## src/dspm_pkg.sv

```systemverilog
// shared types and constants of the dot-star pattern matcher
`default_nettype none

package dspm_pkg;

    localparam logic [1:0] CMD_CLEAR   = 2'd0;
    localparam logic [1:0] CMD_APPEND  = 2'd1;
    localparam logic [1:0] CMD_TEXT    = 2'd2;
    localparam logic [1:0] CMD_RESTART = 2'd3;

    localparam logic [7:0] DOT_BYTE  = 8'h2E;
    localparam logic [7:0] STAR_BYTE = 8'h2A;

    typedef enum logic [2:0] {
        OP_NONE,
        OP_CLEAR,
        OP_APPEND,
        OP_TEXT,
        OP_RESTART
    } t_op;

    typedef struct packed {
        t_op        op;
        logic [7:0] symbol;
    } t_ctrl;

    // what one cell hands to the next one
    typedef struct packed {
        logic head;
        logic step;
        logic skip_near;
        logic skip_far;
        logic used_old;
        logic star_old;
        logic used_new;
        logic hit;
    } t_link;

endpackage

`default_nettype wire

```

## src/dspm_if.sv

```systemverilog
// handshake channels of the dot-star pattern matcher
`default_nettype none

interface dspm_in_if;
    logic       valid;
    logic       ready;
    logic [1:0] command;
    logic [7:0] symbol;

    modport source (output valid, output command, output symbol, input ready);
    modport sink   (input valid, input command, input symbol, output ready);
endinterface

interface dspm_out_if;
    logic valid;
    logic ready;
    logic matched;
    logic overflow;

    modport source (output valid, output matched, output overflow, input ready);
    modport sink   (input valid, input matched, input overflow, output ready);
endinterface

`default_nettype wire

```

## src/dspm_cell.sv

```systemverilog
// one pattern position: stored byte, star flag, fill flag and active bit
`default_nettype none

module dspm_cell (
    input  logic            i_clk,
    input  logic            i_rst_n,
    input  dspm_pkg::t_ctrl i_ctrl,
    input  dspm_pkg::t_link i_link,
    input  logic            i_next_used,
    output dspm_pkg::t_link o_link
);

    logic [7:0] r_byte;
    logic       r_used;
    logic       r_star;
    logic       r_act;

    logic [7:0] n_byte;
    logic       n_used;
    logic       n_star;
    logic       n_act;

    logic sym_hit;
    logic is_text;
    logic stay;
    logic step_out;
    logic wr;
    logic set_star;

    always_comb begin
        sym_hit  = r_used && (r_byte == i_ctrl.symbol || r_byte == dspm_pkg::DOT_BYTE);
        is_text  = (i_ctrl.op == dspm_pkg::OP_TEXT);
        stay     = is_text && r_act && sym_hit && r_star;
        step_out = is_text && r_act && sym_hit && !r_star;
        // first free cell takes the appended byte
        wr       = (i_ctrl.op == dspm_pkg::OP_APPEND) && i_link.used_old && !r_used;
        // last element gets starred unless it or its predecessor is already starred
        set_star = (i_ctrl.op == dspm_pkg::OP_APPEND) && r_used && !i_next_used
                   && (i_ctrl.symbol == dspm_pkg::STAR_BYTE)
                   && !i_link.star_old && !r_star;

        n_byte = r_byte;
        n_used = r_used;
        n_star = r_star;
        case (i_ctrl.op)
            dspm_pkg::OP_CLEAR: begin
                n_used = 1'b0;
                n_star = 1'b0;
            end
            dspm_pkg::OP_APPEND: begin
                if (wr) begin
                    n_used = 1'b1;
                    n_star = 1'b0;
                    n_byte = i_ctrl.symbol;
                end
                if (set_star) begin
                    n_star = 1'b1;
                end
            end
            default: begin
            end
        endcase

        // skip_far carries the closure from two cells back
        if (i_ctrl.op == dspm_pkg::OP_NONE) begin
            n_act = r_act;
        end else begin
            n_act = i_link.step || stay || i_link.skip_far;
        end

        o_link.head      = 1'b0;
        o_link.step      = step_out;
        o_link.skip_near = n_act && n_star;
        o_link.skip_far  = i_link.skip_near;
        o_link.used_old  = r_used;
        o_link.star_old  = r_star;
        o_link.used_new  = n_used;
        // active bit at the end of the pattern
        o_link.hit       = i_link.hit || (n_act && !n_used && i_link.used_new);
    end

    always_ff @(posedge i_clk) begin
        if (!i_rst_n) begin
            r_used <= 1'b0;
            r_star <= 1'b0;
            r_act  <= i_link.head;
        end else begin
            r_used <= n_used;
            r_star <= n_star;
            r_act  <= n_act;
        end
    end

    always_ff @(posedge i_clk) begin
        r_byte <= n_byte;
    end

endmodule

`default_nettype wire

```

## src/dot_star_pattern_matcher_core.sv

```systemverilog
// top level of the dot-star pattern matcher
`default_nettype none

// Whole-string matcher for patterns of literal bytes, '.' and 'x*'. Commands load
// the pattern one byte at a time (clear, append) and stream text bytes (text,
// restart); every accepted word yields one result word telling whether the text
// since the last restart, clear or append matches the whole pattern, plus a
// sticky overflow flag for pattern bytes dropped beyond MAX_PATTERN. One word is
// taken per clock while the output register is free or being read: the row of
// MAX_PATTERN position cells computes its next active bits combinationally, with
// the star closure and the end-of-pattern test rippling through the cells, so
// the cell count sets the critical path. The result lands in the output register
// the cycle after acceptance; the input is ready while it is empty or being read.
module dot_star_pattern_matcher_core #(
    parameter int MAX_PATTERN = 32
) (
    input  logic          i_clk,
    input  logic          i_rst_n,
    dspm_in_if.sink       i_req,
    dspm_out_if.source    o_rsp
);

    dspm_pkg::t_link links [MAX_PATTERN+1];
    dspm_pkg::t_ctrl ctrl;

    logic r_act_end;
    logic n_act_end;
    logic r_overflow_seen;
    logic n_overflow_seen;
    logic r_out_valid;
    logic r_matched;
    logic r_overflow;
    logic accept;
    logic full;
    logic restarting;
    logic matched_n;

    assign i_req.ready    = !r_out_valid || o_rsp.ready;
    assign accept         = i_req.valid && i_req.ready;
    assign full           = links[MAX_PATTERN].used_old;
    assign o_rsp.valid    = r_out_valid;
    assign o_rsp.matched  = r_matched;
    assign o_rsp.overflow = r_overflow;

    always_comb begin
        ctrl.symbol     = i_req.symbol;
        ctrl.op         = dspm_pkg::OP_NONE;
        n_overflow_seen = r_overflow_seen;
        if (accept) begin
            case (i_req.command)
                dspm_pkg::CMD_CLEAR: begin
                    ctrl.op         = dspm_pkg::OP_CLEAR;
                    n_overflow_seen = 1'b0;
                end
                dspm_pkg::CMD_APPEND: begin
                    if (full) begin
                        n_overflow_seen = 1'b1;
                    end else begin
                        ctrl.op = dspm_pkg::OP_APPEND;
                    end
                end
                dspm_pkg::CMD_TEXT:    ctrl.op = dspm_pkg::OP_TEXT;
                dspm_pkg::CMD_RESTART: ctrl.op = dspm_pkg::OP_RESTART;
                default:               ctrl.op = dspm_pkg::OP_NONE;
            endcase
        end
        restarting = (ctrl.op == dspm_pkg::OP_CLEAR) || (ctrl.op == dspm_pkg::OP_APPEND)
                     || (ctrl.op == dspm_pkg::OP_RESTART);
    end

    // head of the row: position zero is reactivated on a restart, clear or append
    assign links[0] = '{head: 1'b1, step: restarting, skip_near: 1'b0, skip_far: 1'b0,
                        used_old: 1'b1, star_old: 1'b0, used_new: 1'b1, hit: 1'b0};

    always_comb begin
        // position past the last cell
        if (ctrl.op == dspm_pkg::OP_NONE) begin
            n_act_end = r_act_end;
        end else begin
            n_act_end = links[MAX_PATTERN].step || links[MAX_PATTERN].skip_far;
        end
        matched_n = links[MAX_PATTERN].hit || (n_act_end && links[MAX_PATTERN].used_new);
    end

    for (genvar g = 0; g < MAX_PATTERN; g++) begin : g_cell
        logic next_used;
        if (g + 1 < MAX_PATTERN) begin : g_mid
            assign next_used = links[g+2].used_old;
        end else begin : g_last
            assign next_used = 1'b0;
        end

        dspm_cell u_cell (
            .i_clk       (i_clk),
            .i_rst_n     (i_rst_n),
            .i_ctrl      (ctrl),
            .i_link      (links[g]),
            .i_next_used (next_used),
            .o_link      (links[g+1])
        );
    end

    always_ff @(posedge i_clk) begin
        if (!i_rst_n) begin
            r_act_end       <= 1'b0;
            r_overflow_seen <= 1'b0;
            r_out_valid     <= 1'b0;
        end else begin
            r_act_end       <= n_act_end;
            r_overflow_seen <= n_overflow_seen;
            if (accept) begin
                r_out_valid <= 1'b1;
            end else if (o_rsp.ready) begin
                r_out_valid <= 1'b0;
            end
        end
    end

    always_ff @(posedge i_clk) begin
        if (accept) begin
            r_matched  <= matched_n;
            r_overflow <= n_overflow_seen;
        end
    end

endmodule

`default_nettype wire
```

## src/flat_wrapper.sv

```systemverilog
// flat-port wrapper written by rule: the top's interface ports become plain ports
module dot_star_pattern_matcher_core_flat 
#(
    parameter int MAX_PATTERN = 32
)
  (i_clk, i_rst_n, i_req_valid, i_req_command, i_req_symbol, i_req_ready, o_rsp_valid, o_rsp_matched, o_rsp_overflow, o_rsp_ready);
  dspm_in_if i_req_i ();
  dspm_out_if o_rsp_i ();
  input  logic i_clk;
  input  logic i_rst_n;
  input wire logic [$bits(i_req_i.valid)-1:0] i_req_valid;
  input wire logic [$bits(i_req_i.command)-1:0] i_req_command;
  input wire logic [$bits(i_req_i.symbol)-1:0] i_req_symbol;
  output wire logic [$bits(i_req_i.ready)-1:0] i_req_ready;
  output wire logic [$bits(o_rsp_i.valid)-1:0] o_rsp_valid;
  output wire logic [$bits(o_rsp_i.matched)-1:0] o_rsp_matched;
  output wire logic [$bits(o_rsp_i.overflow)-1:0] o_rsp_overflow;
  input wire logic [$bits(o_rsp_i.ready)-1:0] o_rsp_ready;
  assign i_req_i.valid = i_req_valid;
  assign i_req_i.command = i_req_command;
  assign i_req_i.symbol = i_req_symbol;
  assign i_req_ready = i_req_i.ready;
  assign o_rsp_valid = o_rsp_i.valid;
  assign o_rsp_matched = o_rsp_i.matched;
  assign o_rsp_overflow = o_rsp_i.overflow;
  assign o_rsp_i.ready = o_rsp_ready;
  dot_star_pattern_matcher_core #(.MAX_PATTERN(MAX_PATTERN)) u_core (.i_clk(i_clk), .i_rst_n(i_rst_n), .i_req(i_req_i), .o_rsp(o_rsp_i));
endmodule
```

## config.mk

```make
export PLATFORM = sky130hd
export DESIGN_NAME = dot_star_pattern_matcher_core_flat
export DESIGN_NICKNAME = d
export VERILOG_FILES = /design/src/dspm_pkg.sv /design/src/dspm_if.sv /design/src/dspm_cell.sv /design/src/dot_star_pattern_matcher_core.sv /design/src/flat_wrapper.sv
export SDC_FILE = /design/constraint.sdc
export NUM_CORES = 1
export LEC_CHECK = 0
export BUFFER_PORTS_ARGS = -buffer_cell sky130_fd_sc_hd__buf_2
export CAP_MARGIN = 20
export CELL_PAD_IN_SITES_DETAIL_PLACEMENT = 0
export CELL_PAD_IN_SITES_GLOBAL_PLACEMENT = 1
export CORE_MARGIN = 8
export CORE_UTILIZATION = 55
export CTS_CLUSTER_DIAMETER = 60
export DETAILED_ROUTE_END_ITERATION = 7
export GPL_ROUTABILITY_DRIVEN = 1
export PLACE_DENSITY_LB_ADDON = 0.1
export SLEW_MARGIN = 20
export SYNTH_ARGS = -nofsm -noshare
export SYNTH_HDL_FRONTEND = slang
export SYNTH_SLANG_ARGS = --single-unit
```

## constraint.sdc

```tcl
create_clock -name i_clk -period 7.35 [get_ports i_clk]
set_input_delay 1.47 -clock i_clk [delete_from_list [all_inputs] [get_ports i_clk]]
set_output_delay 1.47 -clock i_clk [all_outputs]
set_load 0.02 [all_outputs]
```

# Word-level counts from Yosys, hierarchy flattened

Cells that the tools add are included.

Input bits: 14
Bits in registers: 357
Output and inout port bits: 4
Logic and storage cells: 1,086

Reduce and logical (&&, ||, !) cells: 679
Equality and inequality tests: 73
Mux-type cells: 201

Operators with widths:

| operator             | number |
|---|---|
| $logic_and A1 B1 Y1  | 415 |
| $eq A8 B6 Y1 const B | 33 |
| $eq A8 B8 Y1         | 32 |
| $mux W1              | 133 |
| $logic_or A1 B1 Y1   | 130 |
| $pmux W1 S2          | 65 |
| $logic_not A1 Y1     | 97 |
| $reduce_and A2 Y1    | 33 |
| $pmux W3 S4          | 1 |
| $eq A3 B2 Y1 const B | 2 |
| $eq A2 B2 Y1 const B | 2 |
| $reduce_bool A2 Y1   | 2 |
| $eq A3 B1 Y1 const B | 1 |
| $eq A3 B3 Y1 const B | 1 |
| $logic_not A3 Y1     | 1 |
| $mux W3              | 1 |
| $ne A3 B3 Y1 const B | 1 |
| $eq A2 B1 Y1 const B | 1 |
| $logic_not A2 Y1     | 1 |
| $mux W2              | 1 |

# Depth between registers and ports, before layout

Depth in word-level cells: 61
Gate-level depth with buffers: 16

# Modules after synthesis

From an unflattened synthesis, not the netlist that was laid out.

Cell total of the unflattened synthesis: 2,177
Area total of the unflattened synthesis: 22,988.3 um^2

By module, submodules not included:

| module                        | area each (um^2) | times used | cells an instance |
|---|---|---|---|
| dspm_cell                     | 709.4            | 32         | 67 |
| dot_star_pattern_matcher_core | 286.5            | 1          | 33 |

# Worst setup path before layout

Ideal clock, no wire load.

Path kind: input to register
Start: in i_req_command[1]
End: reg u_core.r_matched, in the netlist u_core.o_rsp.matched, data pin
Path slack: 2.481 ns
Stages on the path: 13
Arrival: 4.606 ns
Buffers on the path: 1
Cells stage by stage: nand2b_1 > buf_2 > nor4_1 > o32ai_1 > o21ai_0 > nor2_1 > and2_1 > a211oi_1 > a21o_1 > o211a_1 > nand4_1 > nor4_1 > nand2_1

Word-level cells in the longest chain between the ends: 60
Elaborated cells on any way between the ends: 708

Ends and longest elaborated chain:

| element                                                   | RTL line                                             | text |
|---|---|---|
| from (decl)                                               | flat_wrapper.sv:12                                   | `input wire logic [$bits(i_req_i.command)-1:0] i_req_command;` |
| $eq A2 B2 Y1 (tied with other cells)                      | dot_star_pattern_matcher_core.sv:50                  | `case (i_req.command)` |
| $pmux W3 S4 (*)                                           | dot_star_pattern_matcher_core.sv:50                  |  |
| $mux W3 (*)                                               | dot_star_pattern_matcher_core.sv:49                  | `if (accept) begin` |
| $eq A3 B2 Y1                                              | -                                                    |  |
| $logic_and A1 B1 Y1 (2 in a row)                          | dspm_cell.sv:36, dspm_cell.sv:38                     |  |
| $logic_and A1 B1 Y1                                       | dspm_cell.sv:39                                      | `&& (i_ctrl.symbol == dspm_pkg::STAR_BYTE)` |
| $logic_and A1 B1 Y1                                       | dspm_cell.sv:40                                      | `&& !i_link.star_old && !r_star;` |
| $mux W1 or $logic_and A1 B1 Y1 (tied branches)            | dspm_cell.sv:56, dspm_cell.sv:40                     |  |
| [... 44 more ...]                                         | -                                                    |  |
| $logic_or A1 B1 Y1 or $logic_and A1 B1 Y1 (tied branches) | dspm_cell.sv:68, dspm_cell.sv:73                     |  |
| $mux W1 or $logic_or A1 B1 Y1 (tied branches)             | dspm_cell.sv:65, dspm_cell.sv:68                     |  |
| $logic_and A1 B1 Y1 (tied with other cells)               | dspm_cell.sv:73                                      | `o_link.skip_near = n_act && n_star;` |
| $logic_or A1 B1 Y1 or $logic_and A1 B1 Y1 (tied branches) | dot_star_pattern_matcher_core.sv:80, dspm_cell.sv:79 |  |
| $mux W1 (tied with other cells)                           | dot_star_pattern_matcher_core.sv:77                  | `if (ctrl.op == dspm_pkg::OP_NONE) begin` |
| $logic_and A1 B1 Y1 or $logic_or A1 B1 Y1 (tied branches) | dot_star_pattern_matcher_core.sv:82, dspm_cell.sv:79 |  |
| $logic_or A1 B1 Y1 (*)                                    | dot_star_pattern_matcher_core.sv:82                  | `matched_n = links[MAX_PATTERN].hit \|\| (n_act_end && links[MAX_PATTERN].used_new);` |
| net u_core.matched_n                                      | dot_star_pattern_matcher_core.sv:36                  | `logic matched_n;` |
| to (signal assigned)                                      | dot_star_pattern_matcher_core.sv:121                 | `r_matched <= matched_n;` |
| to (decl)                                                 | dot_star_pattern_matcher_core.sv:31                  | `logic r_matched;` |

The timed path passes the listed nets; every way through them passes the cells marked *.
A chain may end at the register's enable or synchronous reset.

# Worst setup path after layout

Start: in o_rsp_ready
End: reg u_core.r_matched, in the netlist u_core.o_rsp.matched, data pin

Word-level cells in the longest chain between the ends: 60
Elaborated cells on any way between the ends: 705

Ends and longest elaborated chain:

| element                                                   | RTL line                                             | text |
|---|---|---|
| from (decl)                                               | flat_wrapper.sv:18                                   | `input wire logic [$bits(o_rsp_i.ready)-1:0] o_rsp_ready;` |
| $logic_or A1 B1 Y1 (*)                                    | dot_star_pattern_matcher_core.sv:38                  | `assign i_req.ready = !r_out_valid \|\| o_rsp.ready;` |
| $logic_and A1 B1 Y1 (*)                                   | dot_star_pattern_matcher_core.sv:39                  | `assign accept = i_req.valid && i_req.ready;` |
| $mux W3 (*)                                               | dot_star_pattern_matcher_core.sv:49                  |  |
| $eq A3 B2 Y1                                              | -                                                    |  |
| $logic_and A1 B1 Y1 (2 in a row)                          | dspm_cell.sv:36, dspm_cell.sv:38                     |  |
| $logic_and A1 B1 Y1                                       | dspm_cell.sv:39                                      |  |
| $logic_and A1 B1 Y1                                       | dspm_cell.sv:40                                      |  |
| $mux W1 or $logic_and A1 B1 Y1 (tied branches)            | dspm_cell.sv:56, dspm_cell.sv:40                     |  |
| [... 44 more ...]                                         | -                                                    |  |
| $logic_or A1 B1 Y1 or $logic_and A1 B1 Y1 (tied branches) | dspm_cell.sv:68, dspm_cell.sv:73                     |  |
| $mux W1 or $logic_or A1 B1 Y1 (tied branches)             | dspm_cell.sv:65, dspm_cell.sv:68                     |  |
| $logic_and A1 B1 Y1 (tied with other cells)               | dspm_cell.sv:73                                      |  |
| $logic_or A1 B1 Y1 or $logic_and A1 B1 Y1 (tied branches) | dot_star_pattern_matcher_core.sv:80, dspm_cell.sv:79 |  |
| $mux W1 (tied with other cells)                           | dot_star_pattern_matcher_core.sv:77                  |  |
| $logic_and A1 B1 Y1 or $logic_or A1 B1 Y1 (tied branches) | dot_star_pattern_matcher_core.sv:82, dspm_cell.sv:79 |  |
| $logic_or A1 B1 Y1 (*)                                    | dot_star_pattern_matcher_core.sv:82                  |  |
| net u_core.matched_n                                      | dot_star_pattern_matcher_core.sv:36                  |  |

Marked as above.

==> impl_summary.log <==
[metrics] run status: completed
[metrics] non-filler cells, final: around 2100
[metrics] post-DP HPWL: 33.4 mm
[metrics] detailed-routing iteration count for the pre-antenna-repair pass: 8
[metrics] RSZ-0062 raised after global routing: false
[metrics] largest area contributor in the netlist: sky130_fd_sc_hd__edfxtp_1
[metrics] crit share post-route: 71.9%
[metrics] count of endpoints failing setup in the final report: 0
[metrics] die area: 38800 um^2
[metrics] flip-flop and latch count after synthesis: 357
[metrics] weighted congestion at the end of routability-driven global placement: 0.991
[metrics] Async SR Flop Fraction: 0%
[metrics] vias: 13500
[metrics] cell chosen for the clock root: sky130_fd_sc_hd__clkbuf_16
[metrics] number of stages on the worst hold path: 2
[metrics] max-slew violation count: 0
[metrics] number of H-tree branching levels: 2
[metrics] post-synth net total: 1669
[metrics] total core area: 32400 um^2
[metrics] CTS tree: yes
[metrics] Adder-Cell Fraction of Synth Area: 0%
[metrics] portion of netlist area occupied by mux cells: 0%
[metrics] nets@finish: 1674
[metrics] Worst setup SP type: input pin
[metrics] Top-Level Pins: 18
[metrics] wire length after detailed routing: 49.5 mm
[metrics] worst hold path class: register to register
[metrics] Remaining Overflow, GRT: 0
[metrics] library cell with the highest instance count after synthesis: sky130_fd_sc_hd__edfxtp_1
[metrics] Total Power Consumption: between 4 and 5 mW
[metrics] number of instances in the synthesized netlist: 1655
[metrics] largest net degree at the start of global routing: 69
[metrics] critical path data arrival time: 5680 ps
[metrics] Worst Max-Slew Pin Slew: 1070 ps
[metrics] effective utilization at floorplan: 55.7%
[metrics] relative slew slack: between 20 and 30%
[metrics] post-synth cell types: 81
[metrics] hold path startpoint: u_core.g_cell[31].u_cell.r_star$_SDFFE_PN0P_
[metrics] ranking of synthesized cells by instance count: sky130_fd_sc_hd__edfxtp_1 (258), sky130_fd_sc_hd__xor2_1 (176), sky130_fd_sc_hd__nor2_1 (122), sky130_fd_sc_hd__a21oi_1 (110), sky130_fd_sc_hd__dfxtp_1 (99)
[metrics] number of antenna violations at the first check in global routing: 2
[metrics] average wire per standard cell: 23.2 um
[metrics] Clock Skew: 11.8 ps
[metrics] total DRC errors in the routed layout: 0
[metrics] mean instance size in the synthesized netlist: 10.9 um^2
[metrics] main area contributors after synthesis: sky130_fd_sc_hd__edfxtp_1 (43%), sky130_fd_sc_hd__dfxtp_1 (11%), sky130_fd_sc_hd__xor2_1 (8.6%)
[metrics] largest family of logic cells by synthesized area: simple AND/OR/NAND/NOR gates
[metrics] Worst Path Max Fanout: 22
[metrics] number of buffers on the longest clock path: 3
[metrics] number of global-route vias before repair: 13200
[metrics] vertical die dimension: 197 um
[metrics] launching instance or port of the critical path: o_rsp_ready
[metrics] Cell Pwr Density: 222 nW/um^2
[metrics] Synth Area in Simple Gates: 18.4%
[metrics] Syn-to-layout area delta: 10.4%
[metrics] ratio of routed vias to standard cells: 6.34
[metrics] static leakage power: 6.34 nW
[metrics] final cell area excluding filler cells: 19900 um^2
[metrics] endpoint type of the worst setup path: register
[metrics] count of routing violations after the opening detailed-route iteration: between 1000 and 1500
[metrics] R2R Path End: u_core.o_rsp.matched$_DFFE_PN_
[metrics] Max-Cap Viols: 0
[metrics] R2R Setup Slk: 2690 ps
[metrics] Yosys warning count: 0
[metrics] site row count: 66
[metrics] setup total negative slack: 0 ps
[metrics] EDFF count, synth: 258
[metrics] synthesized-area fraction occupied by ao, oa, aoi and oai cells: 12.3%
[metrics] Final min period: ~5300 ps
[metrics] total global-route track usage: between 20% and 30%
[metrics] Hold Violations, Final: 0
[metrics] hold path endpoint: u_core.g_cell[31].u_cell.r_star$_SDFFE_PN0P_
[metrics] Post-CTS Hold Fix Bufs: 0
[metrics] XOR/XNOR Fraction of Synth Area: about an eighth
[metrics] synthesized cell area: 18000 um^2
[metrics] share of the yosys chip area belonging to registers: roughly 54%
[metrics] number of buffers inserted by port buffering: 17
[metrics] worst endpoint required time: 7750 ps
[metrics] highest ir drop seen on vdd: ~0.22 mV
[metrics] clock transition at the registers of the reported paths: 60 ps
[metrics] worst hold margin: 464 ps
[metrics] horizontal extent of the die: 197 um
[metrics] commonest register cell after synthesis: sky130_fd_sc_hd__edfxtp_1
[metrics] fraction of layout instances using a drive strength above 1: 8.70%
[metrics] first-pass GRT wire length: around 77 mm
[metrics] Inst Count DP: 2059
[metrics] number of antenna repair diodes: 0
[metrics] Crit Path Class: input pin to register
[metrics] Placement Cell Area: approximately 19000 um^2
[metrics] number of buffers inserted during clock tree synthesis: 40
[metrics] Resized Gates After CTS: 0
[metrics] highest clock frequency the design can meet: 189 MHz
[metrics] insertion delay to the later sink of the worst-skew pair: 530 ps
[metrics] worst reg-to-reg path cell count: 15
[metrics] CTS sink count: 357
[metrics] start of the worst register-to-register path: u_core.o_rsp.valid$_SDFFE_PN0P_
[metrics] area share of the leading cell type in the synthesized netlist: 43.0%
[metrics] number of buffers inserted by post-CTS setup repair: 0
[metrics] count of nets left with antenna violations after detail routing: 0
## power breakdown
group	internal (mW)	leakage, nW	switching (mW)
combinational	0.0811	2.58	0.190
clock	1.17	0.640	0.800
sequential	2.17	3.12	0.0107
## per-stage QoR
stage	utilization, %	setup slack, ps
detailed placement	57.4	1580
CTS	61.4	2140
global placement	57.4	1610
finish	61.5	2070
floorplan	-	2480
global route	61.5	1790
## per-layer routing
layer	track usage, %	wire [um]	vias up
met4	9.03	1600	4
li1	-	-	6230
met2	40.0	22300	611
met5	0	22	-
met1	33.9	21200	6538
met3	5.83	4360	129
## worst max-delay path: stages
cell,delay (ps)
sky130_fd_sc_hd__buf_2,80
sky130_fd_sc_hd__nor2b_1,40
sky130_fd_sc_hd__buf_4,200
sky130_fd_sc_hd__inv_2,250
sky130_fd_sc_hd__and3_1,930
sky130_fd_sc_hd__buf_4,370
sky130_fd_sc_hd__nand3_1,120
sky130_fd_sc_hd__nor3_1,320
sky130_fd_sc_hd__o31ai_1,140
sky130_fd_sc_hd__a31oi_1,500
sky130_fd_sc_hd__a31oi_1,360
sky130_fd_sc_hd__a31oi_1,380
sky130_fd_sc_hd__o21bai_1,120
sky130_fd_sc_hd__a21oi_1,200
sky130_fd_sc_hd__nor4_1,90
sky130_fd_sc_hd__nand2_1,60
## worst max path at each step
| stage | slack [ps] | to | cells past startpoint |
|---|---|---|---|
| 3_3_place_gp | 1610 | u_core.o_rsp.matched$_DFFE_PN_ | 14 |
| 4_1_cts | 2140 | u_core.o_rsp.matched$_DFFE_PN_ | 13 |
| 6_report | 2070 | u_core.o_rsp.matched$_DFFE_PN_ | 16 |
| 3_5_place_dp | 1580 | u_core.o_rsp.matched$_DFFE_PN_ | 13 |
| 2_1_floorplan | 2480 | u_core.o_rsp.matched$_DFFE_PN_ | 13 |
| 5_1_grt | 1790 | u_core.o_rsp.matched$_DFFE_PN_ | 14 |
## flip-flops by register name, summed over array words and instances, names as in the netlist
signal                       flops
u_core.g_cell.u_cell.r_byte    256
u_core.g_cell.u_cell.r_act      32
u_core.g_cell.u_cell.r_star     32
u_core.g_cell.u_cell.r_used     32
u_core.o_rsp.matched             1
u_core.o_rsp.overflow            1
u_core.o_rsp.valid               1
u_core.r_act_end                 1
u_core.r_overflow_seen           1
## cell families after synthesis
kind of cell           after synthesis
AO/OA/AOI/OAI                      333
flip-flops                         357
buffers and inverters              123
XOR/XNOR                           257
AND/OR/NAND/NOR                    585
## area by class of cell
type / instances / area [um^2]
clock buffer: 56 / 1150
clock inverter: 16 / 160
fill: 2690 / 12500
inverter: 38 / 143
multi-input combinational: 1175 / 7800
sequential: 357 / 9730
tap: 442 / 553
timing repair buffer: 48 / 363
## cells in the final DEF (no fill, tap or decap), drive strengths merged, types with 36 or more instances in the layout
master / instances
edfxtp: 258
xor2: 176
nor2: 122
a21oi: 110
dfxtp: 99
nor4: 84
xnor2: 81
nand2: 66
clkbuf: 57
nand2b: 47
buf: 47
inv: 42
nor3: 41
nand4: 39
o21ai: 38
nand3: 36
Note: power is estimated with default switching activity, not from simulation.
